## src/rtl/core/mwc_pkg.sv

```systemverilog
// Shared types and constants of the multiply-with-carry generator.
`timescale 1ns / 1ps

package mwc_pkg;

   typedef logic [2:0]  op_type;
   typedef logic [31:0] word_type;

   localparam op_type OP_RAW     = 3'd0;
   localparam op_type OP_RANGE   = 3'd1;
   localparam op_type OP_MOD     = 3'd2;
   localparam op_type OP_RESEED  = 3'd3;
   localparam op_type OP_SAVE    = 3'd4;
   localparam op_type OP_RESTORE = 3'd5;

   localparam logic [15:0] MUL_Z     = 16'd36969;
   localparam logic [15:0] MUL_W     = 16'd18000;
   localparam word_type    RESET_W   = 32'd521288629;
   localparam word_type    RESET_Z   = 32'd362436069;

   localparam int DIV_STEPS = 32;
   localparam int CNT_W     = $clog2(DIV_STEPS);

   typedef struct packed {
      logic capture;
      logic exec;
      logic div_step;
      logic load_out;
   } ctrl_cmd_type;

   typedef struct packed {
      logic needs_div;
      logic out_free;
   } dp_status_type;

endpackage

```

## src/rtl/core/mwc_ctrl.sv

```systemverilog
// Sequencer of the multiply-with-carry generator: accept, execute, divide, finish.
`timescale 1ns / 1ps

module mwc_ctrl (
   input  logic                   clock,
   input  logic                   reset,
   input  logic                   req_valid,
   output logic                   req_ready,
   input  mwc_pkg::dp_status_type status,
   output mwc_pkg::ctrl_cmd_type  cmd
);
   import mwc_pkg::*;

   localparam logic [1:0] ST_IDLE = 2'd0;
   localparam logic [1:0] ST_EXEC = 2'd1;
   localparam logic [1:0] ST_DIV  = 2'd2;
   localparam logic [1:0] ST_FIN  = 2'd3;

   logic [1:0]       state_ff, state_in;
   logic [CNT_W-1:0] count_ff, count_in;
   logic             count_last;

   assign count_last = (count_ff == CNT_W'(DIV_STEPS - 1));
   assign req_ready  = (state_ff == ST_IDLE) && !reset;

   always_comb begin
      state_in     = state_ff;
      count_in     = count_ff;
      cmd          = '0;
      unique case (state_ff)
         ST_IDLE: begin
            if (req_valid && req_ready) begin
               cmd.capture = 1'b1;
               state_in    = ST_EXEC;
            end
         end
         ST_EXEC: begin
            cmd.exec = 1'b1;
            count_in = '0;
            state_in = status.needs_div ? ST_DIV : ST_FIN;
         end
         ST_DIV: begin
            cmd.div_step = 1'b1;
            count_in     = count_ff + 1'b1;
            if (count_last) begin
               state_in = ST_FIN;
            end
         end
         ST_FIN: begin
            if (status.out_free) begin
               cmd.load_out = 1'b1;
               state_in     = ST_IDLE;
            end
         end
         default: state_in = ST_IDLE;
      endcase
   end

   always_ff @(posedge clock) begin
      if (reset) begin
         state_ff <= ST_IDLE;
         count_ff <= '0;
      end else begin
         state_ff <= state_in;
         count_ff <= count_in;
      end
   end

endmodule

```

## src/rtl/core/mwc_dp.sv

```systemverilog
// Datapath: generator lanes, save store, restoring divider and result register.
`timescale 1ns / 1ps

module mwc_dp (
   input  logic                   clock,
   input  logic                   reset,
   input  mwc_pkg::op_type        req_op,
   input  mwc_pkg::word_type      req_range_low,
   input  mwc_pkg::word_type      req_range_high,
   input  mwc_pkg::word_type      req_modulus,
   input  mwc_pkg::word_type      req_seed_u,
   input  mwc_pkg::word_type      req_seed_v,
   input  logic                   rsp_ready,
   output logic                   rsp_valid,
   output mwc_pkg::word_type      rsp_value,
   output logic                   rsp_zero_divisor,
   input  mwc_pkg::ctrl_cmd_type  cmd,
   output mwc_pkg::dp_status_type status
);
   import mwc_pkg::*;

   word_type lane_w_ff, lane_z_ff, saved_w_ff, saved_z_ff;
   op_type   op_ff;
   word_type low_ff, div_ff, seed_u_ff, seed_v_ff;
   word_type quo_ff, rem_ff;
   word_type value_ff, value_in;
   logic     flag_ff, flag_in, valid_ff;

   word_type    z_next, w_next, draw;
   logic [32:0] trial, trial_sub;
   logic        is_reduce, div_zero;

   // One multiply-with-carry step on each lane.
   assign z_next = ({16'b0, MUL_Z} * {16'b0, lane_z_ff[15:0]}) + {16'b0, lane_z_ff[31:16]};
   assign w_next = ({16'b0, MUL_W} * {16'b0, lane_w_ff[15:0]}) + {16'b0, lane_w_ff[31:16]};
   assign draw   = {z_next[15:0], 16'b0} + w_next;

   assign is_reduce = (op_ff == OP_RANGE) || (op_ff == OP_MOD);
   assign div_zero  = (div_ff == '0);

   assign status.needs_div = is_reduce && !div_zero;
   assign status.out_free  = !valid_ff || rsp_ready;

   // Restoring division step: shift in the next dividend bit, subtract if it fits.
   assign trial     = {rem_ff, quo_ff[31]};
   assign trial_sub = trial - {1'b0, div_ff};

   always_ff @(posedge clock) begin
      if (cmd.capture) begin
         op_ff     <= req_op;
         low_ff    <= req_range_low;
         div_ff    <= (req_op == OP_RANGE) ? (req_range_high - req_range_low + 32'd1)
                                           : req_modulus;
         seed_u_ff <= req_seed_u;
         seed_v_ff <= req_seed_v;
      end
      if (cmd.exec) begin
         quo_ff <= draw;
         rem_ff <= '0;
      end else if (cmd.div_step) begin
         quo_ff <= {quo_ff[30:0], 1'b0};
         rem_ff <= trial_sub[32] ? trial[31:0] : trial_sub[31:0];
      end
   end

   always_ff @(posedge clock) begin
      if (reset) begin
         lane_w_ff  <= RESET_W;
         lane_z_ff  <= RESET_Z;
         saved_w_ff <= '0;
         saved_z_ff <= '0;
      end else if (cmd.exec) begin
         unique case (op_ff)
            OP_RAW, OP_RANGE, OP_MOD: begin
               lane_w_ff <= w_next;
               lane_z_ff <= z_next;
            end
            OP_RESEED: begin
               if (seed_u_ff != '0) lane_w_ff <= seed_u_ff;
               if (seed_v_ff != '0) lane_z_ff <= seed_v_ff;
            end
            OP_SAVE: begin
               saved_w_ff <= lane_w_ff;
               saved_z_ff <= lane_z_ff;
            end
            OP_RESTORE: begin
               lane_w_ff <= saved_w_ff;
               lane_z_ff <= saved_z_ff;
            end
            default: begin
            end
         endcase
      end
   end

   always_comb begin
      flag_in = is_reduce && div_zero;
      unique case (op_ff)
         OP_RAW:   value_in = quo_ff;
         OP_RANGE: value_in = low_ff + (div_zero ? quo_ff : rem_ff);
         OP_MOD:   value_in = div_zero ? quo_ff : rem_ff;
         default:  value_in = '0;
      endcase
   end

   always_ff @(posedge clock) begin
      if (cmd.load_out) begin
         value_ff <= value_in;
         flag_ff  <= flag_in;
      end
   end

   always_ff @(posedge clock) begin
      if (reset) begin
         valid_ff <= 1'b0;
      end else if (cmd.load_out) begin
         valid_ff <= 1'b1;
      end else if (rsp_ready) begin
         valid_ff <= 1'b0;
      end
   end

   assign rsp_valid        = valid_ff;
   assign rsp_value        = value_ff;
   assign rsp_zero_divisor = flag_ff;

endmodule

```

## src/rtl/core/multiply_with_carry_rng.sv

```systemverilog
// Top level of the two-lane multiply-with-carry random generator.
// From an accepted beat to its result: capture, execute and finish for raw, reseed,
// save, restore and zero-divisor draws; range and modulo draws run the 32-step divider
// before finish, which waits for a free result register; only then is a new beat taken.
// Reset (synchronous): lanes to their seeds, save store to zero, result register empty.
`timescale 1ns / 1ps

module multiply_with_carry_rng (
   input  logic              clock,
   input  logic              reset,
   input  logic              req_valid,
   output logic              req_ready,
   input  mwc_pkg::op_type   req_op,
   input  mwc_pkg::word_type req_range_low,
   input  mwc_pkg::word_type req_range_high,
   input  mwc_pkg::word_type req_modulus,
   input  mwc_pkg::word_type req_seed_u,
   input  mwc_pkg::word_type req_seed_v,
   output logic              rsp_valid,
   input  logic              rsp_ready,
   output mwc_pkg::word_type rsp_value,
   output logic              rsp_zero_divisor
);
   import mwc_pkg::*;

   // Commands flow from the sequencer, status flows back; nothing else links them.
   ctrl_cmd_type  cmd;
   dp_status_type status;

   // Sequencer: takes a beat only when idle, then steps execute, divide (only for
   // reductions with a nonzero divisor) and finish. Finish holds until the result
   // register is free, so a waiting result blocks the next beat from being accepted.
   mwc_ctrl u_ctrl (
      .clock     (clock),
      .reset     (reset),
      .req_valid (req_valid),
      .req_ready (req_ready),
      .status    (status),
      .cmd       (cmd)
   );

   // Datapath: lanes advance once per draw; the divider reduces the draw one
   // quotient bit per cycle; the result register parts the two channels.
   mwc_dp u_dp (
      .clock            (clock),
      .reset            (reset),
      .req_op           (req_op),
      .req_range_low    (req_range_low),
      .req_range_high   (req_range_high),
      .req_modulus      (req_modulus),
      .req_seed_u       (req_seed_u),
      .req_seed_v       (req_seed_v),
      .rsp_ready        (rsp_ready),
      .rsp_valid        (rsp_valid),
      .rsp_value        (rsp_value),
      .rsp_zero_divisor (rsp_zero_divisor),
      .cmd              (cmd),
      .status           (status)
   );

endmodule

```

## config.mk

```make
export PLATFORM = sky130hd
export DESIGN_NAME = multiply_with_carry_rng
export DESIGN_NICKNAME = d
export VERILOG_FILES = /design/src/rtl/core/mwc_pkg.sv /design/src/rtl/core/mwc_ctrl.sv /design/src/rtl/core/mwc_dp.sv /design/src/rtl/core/multiply_with_carry_rng.sv
export SDC_FILE = /design/constraint.sdc
export NUM_CORES = 1
export LEC_CHECK = 0
export BUFFER_PORTS_ARGS = -buffer_cell sky130_fd_sc_hd__buf_2
export CAP_MARGIN = 25
export CORE_MARGIN = 2
export CORE_UTILIZATION = 32
export CTS_CLUSTER_DIAMETER = 60
export DETAILED_ROUTE_END_ITERATION = 8
export PLACE_DENSITY = 0.54
export RECOVER_POWER = 100
export SLEW_MARGIN = 20
export SYNTH_ARGS = -nofsm -noshare
export SYNTH_HDL_FRONTEND = slang
export SYNTH_SLANG_ARGS = --single-unit
```

## constraint.sdc

```tcl
create_clock -name clock -period 8.7 [get_ports clock]
set_input_delay 0.87 -clock clock [delete_from_list [all_inputs] [get_ports clock]]
set_output_delay 0.87 -clock clock [all_outputs]
set_load 0.05 [all_outputs]
```

==> results of run 1 <==
[layout by cell type (no fill, tap or decap), drive strengths merged, types with 10 or more instances in the layout]
cell type  count
edfxtp       196
clkinv        15
a21boi        13
dfxtp        168
a21o          68
nand2        271
clkbuf       141
nand2b        24
a221o         11
a21oi        224
ha           398
buf          150
and3          21
fa            92
a211oi        63
o22ai         13
o21bai        19
a211o         26
nor2b         26
and2          10
xnor2        100
inv          326
nand3         42
xor2          48
nor3          41
mux2          56
a22oi         26
nand4         15
a31oi         33
o31ai         20
o211ai        14
or3           14
o21ai        144
nor4          29
mux2i         38
a222oi        29
nor2         182
a221oi        22
o21a          22
[routing by layer]
layer | global-route usage, % | up-vias
li1 | - | 11305
met1 | 24.5 | 10930
met2 | 32.0 | 457
met3 | 2.28 | 94
met4 | 4.90 | 0
met5 | 0 | -
[kinds of logic after synthesis]
| kind of cell | after synthesis | share of synthesized area, % |
|---|---|---|
| fa+ha+maj | 490 | 23.9 |
| flops | 364 | 32.4 |
| xor+xnor | 148 | 4.57 |
| buf+inv | 431 | 5.69 |
| simple gates | 706 | 11.4 |
| compound gates | 798 | 18.5 |
| mux | 94 | 3.54 |
[layout make-up]
class,instances,share of cell area (%)
Multi-Input combinational cell,2236,54.5
Sequential cell,364,28.5
Inverter,315,3.65
Clock buffer,56,3.98
Tap cell,1165,4.49
Timing Repair Buffer,235,3.46
Clock inverter,37,1.42
[worst register-to-register path: cells and delay by family, from the launching register on]
family / cells / cell delay [ns]
compound gates: 12 / 2.78
fa+ha+maj: 8 / 2.76
simple gates: 5 / 0.87
xor+xnor: 4 / 0.72
flops: 1 / 0.50
buf+inv: 1 / 0.10
[path summary, 6_finish.rpt]
kind / start / depth (start not counted) / end
setup reg to reg: u_dp.lane_w_ff[3] / 30 / u_dp.quo_ff[31]
hold / removal: req_seed_v[19] / 1 / u_dp.seed_v_ff[19]
setup / recovery: u_dp.lane_w_ff[3] / 30 / u_dp.quo_ff[31]
hold reg to reg: u_dp.saved_w_ff[11] / 2 / u_dp.saved_w_ff[11]
[registers in the layout, indices dropped and copies added, names as in the netlist]
| register | flops |
|---|---|
| u_dp.lane_w_ff | 32 |
| u_dp.low_ff | 32 |
| u_dp.op_ff | 3 |
| u_dp.rsp_valid | 1 |
| u_dp.saved_z_ff | 32 |
| u_dp.rsp_value | 32 |
| u_ctrl.state_ff | 2 |
| u_ctrl.count_ff | 5 |
| u_dp.rsp_zero_divisor | 1 |
| u_dp.rem_ff | 32 |
| u_dp.div_ff | 32 |
| u_dp.seed_u_ff | 32 |
| u_dp.seed_v_ff | 32 |
| u_dp.quo_ff | 32 |
| u_dp.saved_w_ff | 32 |
| u_dp.lane_z_ff | 32 |
[repair_timing]
item	in CTS	in global routing
gates resized for setup	0	1
hold buffers	0	0
endpoints found under the setup margin	0	1
[metrics by stage]
step,std cells,setup slack (ns)
detailed placement,4315,0.724
global route,4408,0.0361
CTS,4408,0.656
finish,4408,0.725
global placement,4314,0.788
floorplan,3031,1.41
==> metrics.yaml, run 1 <==
critical_path:
  slowest_delay_ns: 0.52
  cpMaxStageDelayCell: "fa_1"
  cp_max_fo: 7
  critPathTopFamily: "compound AO/OA/AOI/OAI gates"
  crit_path_frequent_cell: "ha_1"
  critPathKind: "reg -> reg"
  path_buf_inv: 1
  start_kind: "register"
  required_ns: 9.04
  critPathArrivalTime_ns: 8.32
  critPathCaptureType: "register"
  r2r_setup_slack_ns: 0.72
drt:
  dr.pass1.iters: 5
  route.met2.wl_um: 41400
  dr_wl_met3_um: 3740
  drt-initial-drc-count: 1500
  viasPerCell: 5.17
  drc: 0
  top_layer: "met4"
  wl_met1_um: 38800
  drtAntennaViolNets: 0
  drt-wirelength-per-cell_um: 19.5
  vias: 22786
  routed_wl_um: 86100
timing:
  finalSetupViolations: 0
  period_share_pct: 91.7
  worstMarginPinSlew_ns: 3.40
  min_period_ns: 7.98
  grt_setup_unrepaired: "false"
  slew_violations: 450
  final-hold-violation-count: 0
  holdWs_ns: 0.429
  fin_worst_skew_ns: 0.0313
  relSlewSlack_pct: -126
  fmax_mhz: 125
  tns_ns: 0
cells_and_area:
  design_area_sq_um: 32500
  multi_input_area_sq_um: 17700
  fillers: 9134
  syn2layout_area_growth_pct: 13.7
  antenna_cells: 0
  seq_area_sq_um: 9250
  drive_gt1_share_pct: 10.1
  finish.utilization_pct: 36.7
  fin_nets: 3859
cts:
  numClockSinks: 364
  clk_latency_ns: 0.62
  htree_levels: 2
  numCtsBuffers: 50
  postCtsSetupBuffers: 0
  cts_root_buf: "clkbuf_16"
  cts_tree: "built"
  clockBufferDepth: 3
  clk_pin_slew_worst_paths_ns: 0.06
floorplan:
  pin_count: 202
  num_rows: 109
  die_width_um: 303
  die_h_um: 303
  dieArea_sq_um: 91600
  fp.coreArea_sq_um: 88400
  start_util_pct: 32.3
synthesis:
  synth_top_area_share_pct: 20.6
  ys_seq_area_share_pct: 32.4
  synth_nets: 3688
  synth_top_cell_by_area: "edfxtp_1"
  synth.most_common_cell: "ha_1"
  avgSynthCellArea_sq_um: 9.42
  syn_inst: 3031
  yosysWarnings: 0
  synth_area_leaders: "edfxtp_1, ha_1, dfxtp_1"
  ys_async_sr_fraction_pct: 0
  ys_ff_latch: 364
  post_synth_most_frequent_cells: "ha_1, inv_1, nand2_1"
  synth_area_sq_um: 28500
  synth_top_flop_cell: "edfxtp_1"
  yosysUniqueCellTypes: 84
  synth_edf_count: 196
outcome:
  violations: "capacitance limit, slew limit"
  status: "complete, but fails checks"
global_routing:
  grt_first_pass_wirelength_um: 131000
  grt_usage_pct: 18.6
  grt_pass1_vias: 22144
  grt_antenna_before_repair: 1
  grt_max_degree: 85
  grt.overflow.total: 0
place:
  placed_cell_area_sq_um: 30900
  portBuffers: 201
  place.gp.congestion: 0.903
  dp_hpwl_um: 66800
worst_hold_path:
  hp-class: "in -> reg"
run:
  maxCapViolations: 10
Power of run 1 is left out: the tool's default activity adds up to more than one toggle a clock period on the data nets, which glitch-free logic cannot reach.
==> inputs of run 2 (changes only) <==
CELL_PAD_IN_SITES_DETAIL_PLACEMENT = 0   (was unset)
CELL_PAD_IN_SITES_GLOBAL_PLACEMENT = 1   (was unset)
PLACE_DENSITY = 0.64   (was 0.54)
==> run 2 against run 1 <==
  * The run still ends with capacitance limit, slew limit left
  * Fmax is 2.9% lower
  * Clock-buffer cell count is 2 lower
  * First-iteration DRC count is 0.67% higher
  * Final cell count is 0.16% lower
  * Clock skew is 0.0012 ns higher
  * Utilization is 0.15 points lower
  * Setup slack worse by 0.24 ns
  * Sequential share of layout area is 0.11 points higher
  * Non-clock buffer count is 2 lower
  * Highest routed layer unchanged
==> metrics.yaml, run 2 (synthesized netlist as in run 1, its figures left out) <==
outcome:
  status: "complete, but fails checks"
  violations: "capacitance limit, slew limit"
critical_path:
  required_ns: 9.00  # -0.04 ns
  slowest_delay_ns: 0.59  # +0.07 ns
  critPathArrivalTime_ns: 8.52  # +0.20 ns
  crit_path_frequent_cell: "ha_1"
  cpMaxStageDelayCell: "a2111oi_1"
  r2r_setup_slack_ns: 0.49  # -0.24 ns
  critPathCaptureType: "register"
  critPathKind: "reg -> reg"
  start_kind: "register"
  cp_max_fo: 8  # +1
floorplan:
  pin_count: 202  # unchanged
  num_rows: 109  # unchanged
  start_util_pct: 32.3  # unchanged
  dieArea_sq_um: 91600  # unchanged
  die_h_um: 303  # unchanged
  fp.coreArea_sq_um: 88400  # unchanged
  die_width_um: 303  # unchanged
drt:
  drtAntennaViolNets: 0  # unchanged
  drc: 0  # unchanged
  viasPerCell: 5.16  # about the same
  drt-initial-drc-count: 1510  # +0.67%
  dr.pass1.iters: 6  # +1
  vias: 22731  # -0.24%
  routed_wl_um: 88000  # +2.3%
  drt-wirelength-per-cell_um: 20.0  # +2.4%
cts:
  numClockSinks: 364  # unchanged
  cts_tree: "built"
  clk_latency_ns: 0.61  # about the same
  clockBufferDepth: 3  # unchanged
  htree_levels: 2  # unchanged
  postCtsSetupBuffers: 0  # unchanged
  numCtsBuffers: 48  # -4.0%
  clk_pin_slew_worst_paths_ns: 0.06  # about the same
  cts_root_buf: "clkbuf_16"
place:
  placed_cell_area_sq_um: 30900  # about the same
  portBuffers: 201  # unchanged
  place.gp.congestion: 0.876  # -3.0%
  dp_hpwl_um: 68200  # +2.1%
timing:
  grt_setup_unrepaired: "false"
  final-hold-violation-count: 0  # unchanged
  tns_ns: 0  # unchanged
  relSlewSlack_pct: -135  # -8.6 points
  period_share_pct: 94.4  # +2.7 points
  slew_violations: 548  # +22%
  finalSetupViolations: 0  # unchanged
  worstMarginPinSlew_ns: 3.53  # +0.130 ns
  fin_worst_skew_ns: 0.0325  # +0.00119 ns
  fmax_mhz: 122  # -2.9%
  min_period_ns: 8.21  # +0.236 ns
global_routing:
  grt_antenna_before_repair: 2  # +1
  grt_first_pass_wirelength_um: 134000  # +1.8%
  grt.overflow.total: 0  # unchanged
  grt_max_degree: 70  # -18%
  grt_pass1_vias: 22032  # -0.51%
  grt_usage_pct: 19.0  # +0.44 points
cells_and_area:
  finish.utilization_pct: 36.6  # -0.15 points
  final_cell_mix: "ha_1, inv_1, nand2_1"
  antenna_cells: 0  # unchanged
  drive_gt1_share_pct: 9.98  # -0.13 points
  fin_nets: 3855  # -0.10%
  design_area_sq_um: 32300  # -0.40%
  syn2layout_area_growth_pct: 13.3
  final_common_cell: "ha_1"
worst_hold_path:
  hp-class: "in -> reg"
run:
  maxCapViolations: 13  # +3
==> run 2: worst paths after layout <==
kind / from / end / cells after the start
worst min register to register: u_dp.saved_w_ff[3] / u_dp.saved_w_ff[3] / 2
worst max-delay path: u_dp.lane_w_ff[1] / u_dp.quo_ff[31] / 32
worst max register to register: u_dp.lane_w_ff[1] / u_dp.quo_ff[31] / 32
worst min-delay path: req_seed_v[17] / u_dp.seed_v_ff[17] / 1
==> run 2: area by class of cell <==
class | count | area, sq um
fill | 9135 | 56000
multi-input combinational | 2236 | 17700
sequential | 364 | 9250
tap | 1165 | 1460
clock buffer | 54 | 1250
inverter | 315 | 1180
timing repair buffer | 233 | 1110
clock inverter | 34 | 379
==> run 2: per-layer routing <==
metal / routed length, um / GRT usage [%] / vias up
met5: 0 / 0 / -
met4: 2400 / 4.98 / 0
met3: 3270 / 2.31 / 121
met2: 42200 / 32.2 / 395
met1: 40100 / 25.6 / 10917
li1: - / - / 11298
==> run 2: timing repair <==
action	in CTS	in global routing
hold endpoints to repair	0	0
endpoints found under the setup margin	0	1
gates resized for setup	0	2
hold buffers	0	0
==> run 2: critical path, delay by kind of cell, from the launching register on <==
family | cells | cell delay (ns)
AND/OR/NAND/NOR | 4 | 0.47
adder cells (fa/ha/maj) | 7 | 2.22
XOR/XNOR | 4 | 0.66
flip-flops | 1 | 0.51
AO/OA/AOI/OAI | 14 | 3.86
buffers and inverters | 3 | 0.19
==> run 2: metrics by stage <==
step	setup WS (ns)	hold slack, ns	instances
3_3_place_gp	0.565	0.441	4312
2_1_floorplan	1.41	0.432	3031
5_1_grt	0.00194	0.402	4401
4_1_cts	0.479	0.396	4401
3_5_place_dp	0.510	0.446	4313
6_report	0.488	0.439	4401
Power of run 2 is left out for the same reason.
==> inputs of run 3 (changes only) <==
ABC_AREA = 1   (was unset)
PLACE_DENSITY = 0.66   (was 0.64)
TNS_END_PERCENT = 100   (was unset)
==> run 3 against run 2 <==
  * Final cell count increased by 23%
  * Area after synthesis up 7.6%
  * Non-clock buffer count down 12
  * Critical path depth shrank 13
  * The run still ends with capacitance limit, slew limit left
  * Via count rose by 19%
  * Wire length is 18% higher
  * Sequential cell count is the same
  * Clock skew grew 0.0011 ns
  * Hold slack improved by 0.0072 ns
  * Highest routed layer unchanged
  * Sequential share of layout area decreased by 1.7 points
  * First-iteration DRC count rose by 32%
==> metrics.yaml, run 3 <==
floorplan:
  pin_count: 202  # unchanged
  fp.coreArea_sq_um: 95000  # +7.5%
  die_width_um: 314  # +3.7%
  start_util_pct: 32.3  # +0.038 points
  die_h_um: 314  # +3.7%
  num_rows: 113  # +3.7%
  dieArea_sq_um: 98500  # +7.5%
timing:
  layout_setup_ws_ns: 1.18  # +0.696 ns
  slew_violations: 692  # +26%
  min_period_ns: 7.52  # -0.696 ns
  tns_ns: 0  # unchanged
  finalSetupViolations: 0  # unchanged
  period_share_pct: 86.4  # -8.0 points
  fin_worst_skew_ns: 0.0335  # +0.00105 ns
  fmax_mhz: 133  # +9.3%
  worstMarginPinSlew_ns: 3.55  # +0.0273 ns
  grt_setup_unrepaired: "false"
  final-hold-violation-count: 0  # unchanged
  relSlewSlack_pct: -137  # -1.8 points
global_routing:
  grt_first_pass_wirelength_um: 157000  # +18%
  grt_pass1_vias: 25953  # +18%
  grt_max_degree: 77  # +10%
  grt_usage_pct: 20.8  # +1.8 points
  grt.overflow.total: 0  # unchanged
  grt_antenna_before_repair: 4  # +2
cts:
  htree_levels: 2  # unchanged
  clk_latency_ns: 0.60  # about the same
  postCtsSetupBuffers: 0  # unchanged
  cts_tree: "built"
  cts_resized: 0  # unchanged
  cts_hold_buf: 0  # unchanged
  numCtsBuffers: 46  # -4.2%
  cts_root_buf: "clkbuf_16"
  numClockSinks: 364  # unchanged
  clk_pin_slew_worst_paths_ns: 0.06  # about the same
  clockBufferDepth: 3  # unchanged
synthesis:
  synth_top_flop_cell: "edfxtp_1"
  syn_inst: 3947  # +30%
  ys_async_sr_fraction_pct: 0  # unchanged
  synth.most_common_cell: "nand2_1"
  synth_area_leaders: "edfxtp_1, ha_1, dfxtp_1"
  post_synth_most_frequent_cells: "nand2_1, inv_1, ha_1"
  synth_top_area_share_pct: 19.2  # -1.5 points
  ys_ff_latch: 364  # unchanged
  avgSynthCellArea_sq_um: 7.78  # -17%
  ys_seq_area_share_pct: 30.1  # -2.3 points
  synth_edf_count: 196  # unchanged
  synth_area_sq_um: 30700  # +7.6%
  synth_nets: 4604  # +25%
  synth_top_cell_by_area: "edfxtp_1"
  yosysWarnings: 0  # unchanged
  yosysUniqueCellTypes: 67  # -20%
cells_and_area:
  final_cell_mix: "nand2_1, inv_1, ha_1"
  final_common_cell: "nand2_1"
  antenna_cells: 0  # unchanged
  seq_area_sq_um: 9250  # unchanged
  multi_input_area_sq_um: 18700  # +5.8%
  syn2layout_area_growth_pct: 12.0
  fin_nets: 4772  # +24%
  drive_gt1_share_pct: 8.26  # -1.7 points
  fillers: 10268  # +12%
drt:
  drt-wirelength-per-cell_um: 19.2  # -3.9%
  viasPerCell: 4.97  # -3.7%
  routed_wl_um: 104000  # +18%
  drc: 0  # unchanged
  dr.pass1.iters: 5  # -1
  drtAntennaViolNets: 0  # unchanged
  drt-initial-drc-count: 1999  # +32%
  vias: 26937  # +19%
place:
  dp_hpwl_um: 84300  # +24%
  place_ws_ns: 1.54  # +1.03 ns
  portBuffers: 201  # unchanged
  place.gp.congestion: 0.917  # +4.7%
critical_path:
  critPathCaptureType: "register"
  start_kind: "register"
  critPathKind: "reg -> reg"
  required_ns: 9.04  # +0.04 ns
  critPathArrivalTime_ns: 7.85  # -0.67 ns
  cp_max_fo: 44  # +36
run:
  maxCapViolations: 14  # +1
outcome:
  status: "complete, but fails checks"
  violations: "capacitance limit, slew limit"
worst_hold_path:
  hp-class: "reg -> reg"
==> run 3: cell types whose count changed after synthesis, moves of 33 or more <==
cell and change:
nand2_1 +550, inv_1 +267, o21ai_0 +139, nand3_1 +112, a21oi_1 +102, nor2_1 +101, xnor2_1 -61, a211oi_1 -57
mux2_2 -56, a21o_1 -39, mux2i_1 -38, o211ai_1 +33
==> run 3: path summary, 6_finish.rpt <==
path	startpoint	endpoint	slack, ns	cells past startpoint
setup / recovery	u_dp.div_ff[1]	u_dp.rsp_value[27]	1.18	19
hold / removal	u_dp.saved_z_ff[16]	u_dp.saved_z_ff[16]	0.45	2
setup reg to reg	u_dp.div_ff[1]	u_dp.rsp_value[27]	1.18	19
hold reg to reg	u_dp.saved_z_ff[16]	u_dp.saved_z_ff[16]	0.45	2
==> run 3: cells by family after synthesis <==
logic type,Yosys count,share of synthesized area [%]
xor gates and xnor gates,90,2.59
AOI/OAI and AO/OA,832,15.4
buffers and inverters,709,8.87
DFF,364,30.1
and+or+nand+nor,1462,20.8
adders and majority gates,490,22.2
==> run 3: routing by layer <==
layer,vias to the layer above,GRT usage (%),wire length (um)
li1,13549,-,-
met1,12588,29.8,49500
met2,697,33.1,46200
met3,103,2.49,5460
met4,0,5.73,2920
met5,-,0,0
==> run 3: worst max-delay path: stages (launching register included) <==
cell and delay (ns):
edfxtp_1 0.48, nor4_1 0.59, nand4_1 0.27, nor2_2 0.13, clkbuf_1 1.57, inv_1 1.03
nand2_1 0.26, o21ai_0 0.15, ha_1 0.39, nand2_1 0.05, o21ai_0 0.34, a21oi_1 0.15
o21ai_0 0.42, a21oi_1 0.17, o21ai_0 0.60, nand3_1 0.24, nand2_1 0.12, nand2_1 0.06
nand3_1 0.08, nand3_1 0.10
==> run 3: metrics by stage <==
step	hold slack, ns	utilization [%]	area (sq um)	cells
3_5_place_dp	0.438	34.8	33100	5332
3_3_place_gp	0.435	34.8	33100	5331
5_1_grt	0.435	36.2	34400	5417
2_1_floorplan	0.424	-	30700	3947
6_report	0.446	36.2	34400	5417
4_1_cts	0.426	36.5	34700	5417
==> run 3: final cells by class <==
class / count / share of cell area [%]
Multi-Input combinational cell: 2874 / 54.4
Timing Repair Buffer: 221 / 2.95
Clock buffer: 51 / 3.46
Sequential cell: 364 / 26.9
Inverter: 608 / 6.64
Clock inverter: 34 / 1.08
Tap cell: 1265 / 4.60
Power of run 3 is left out for the same reason.
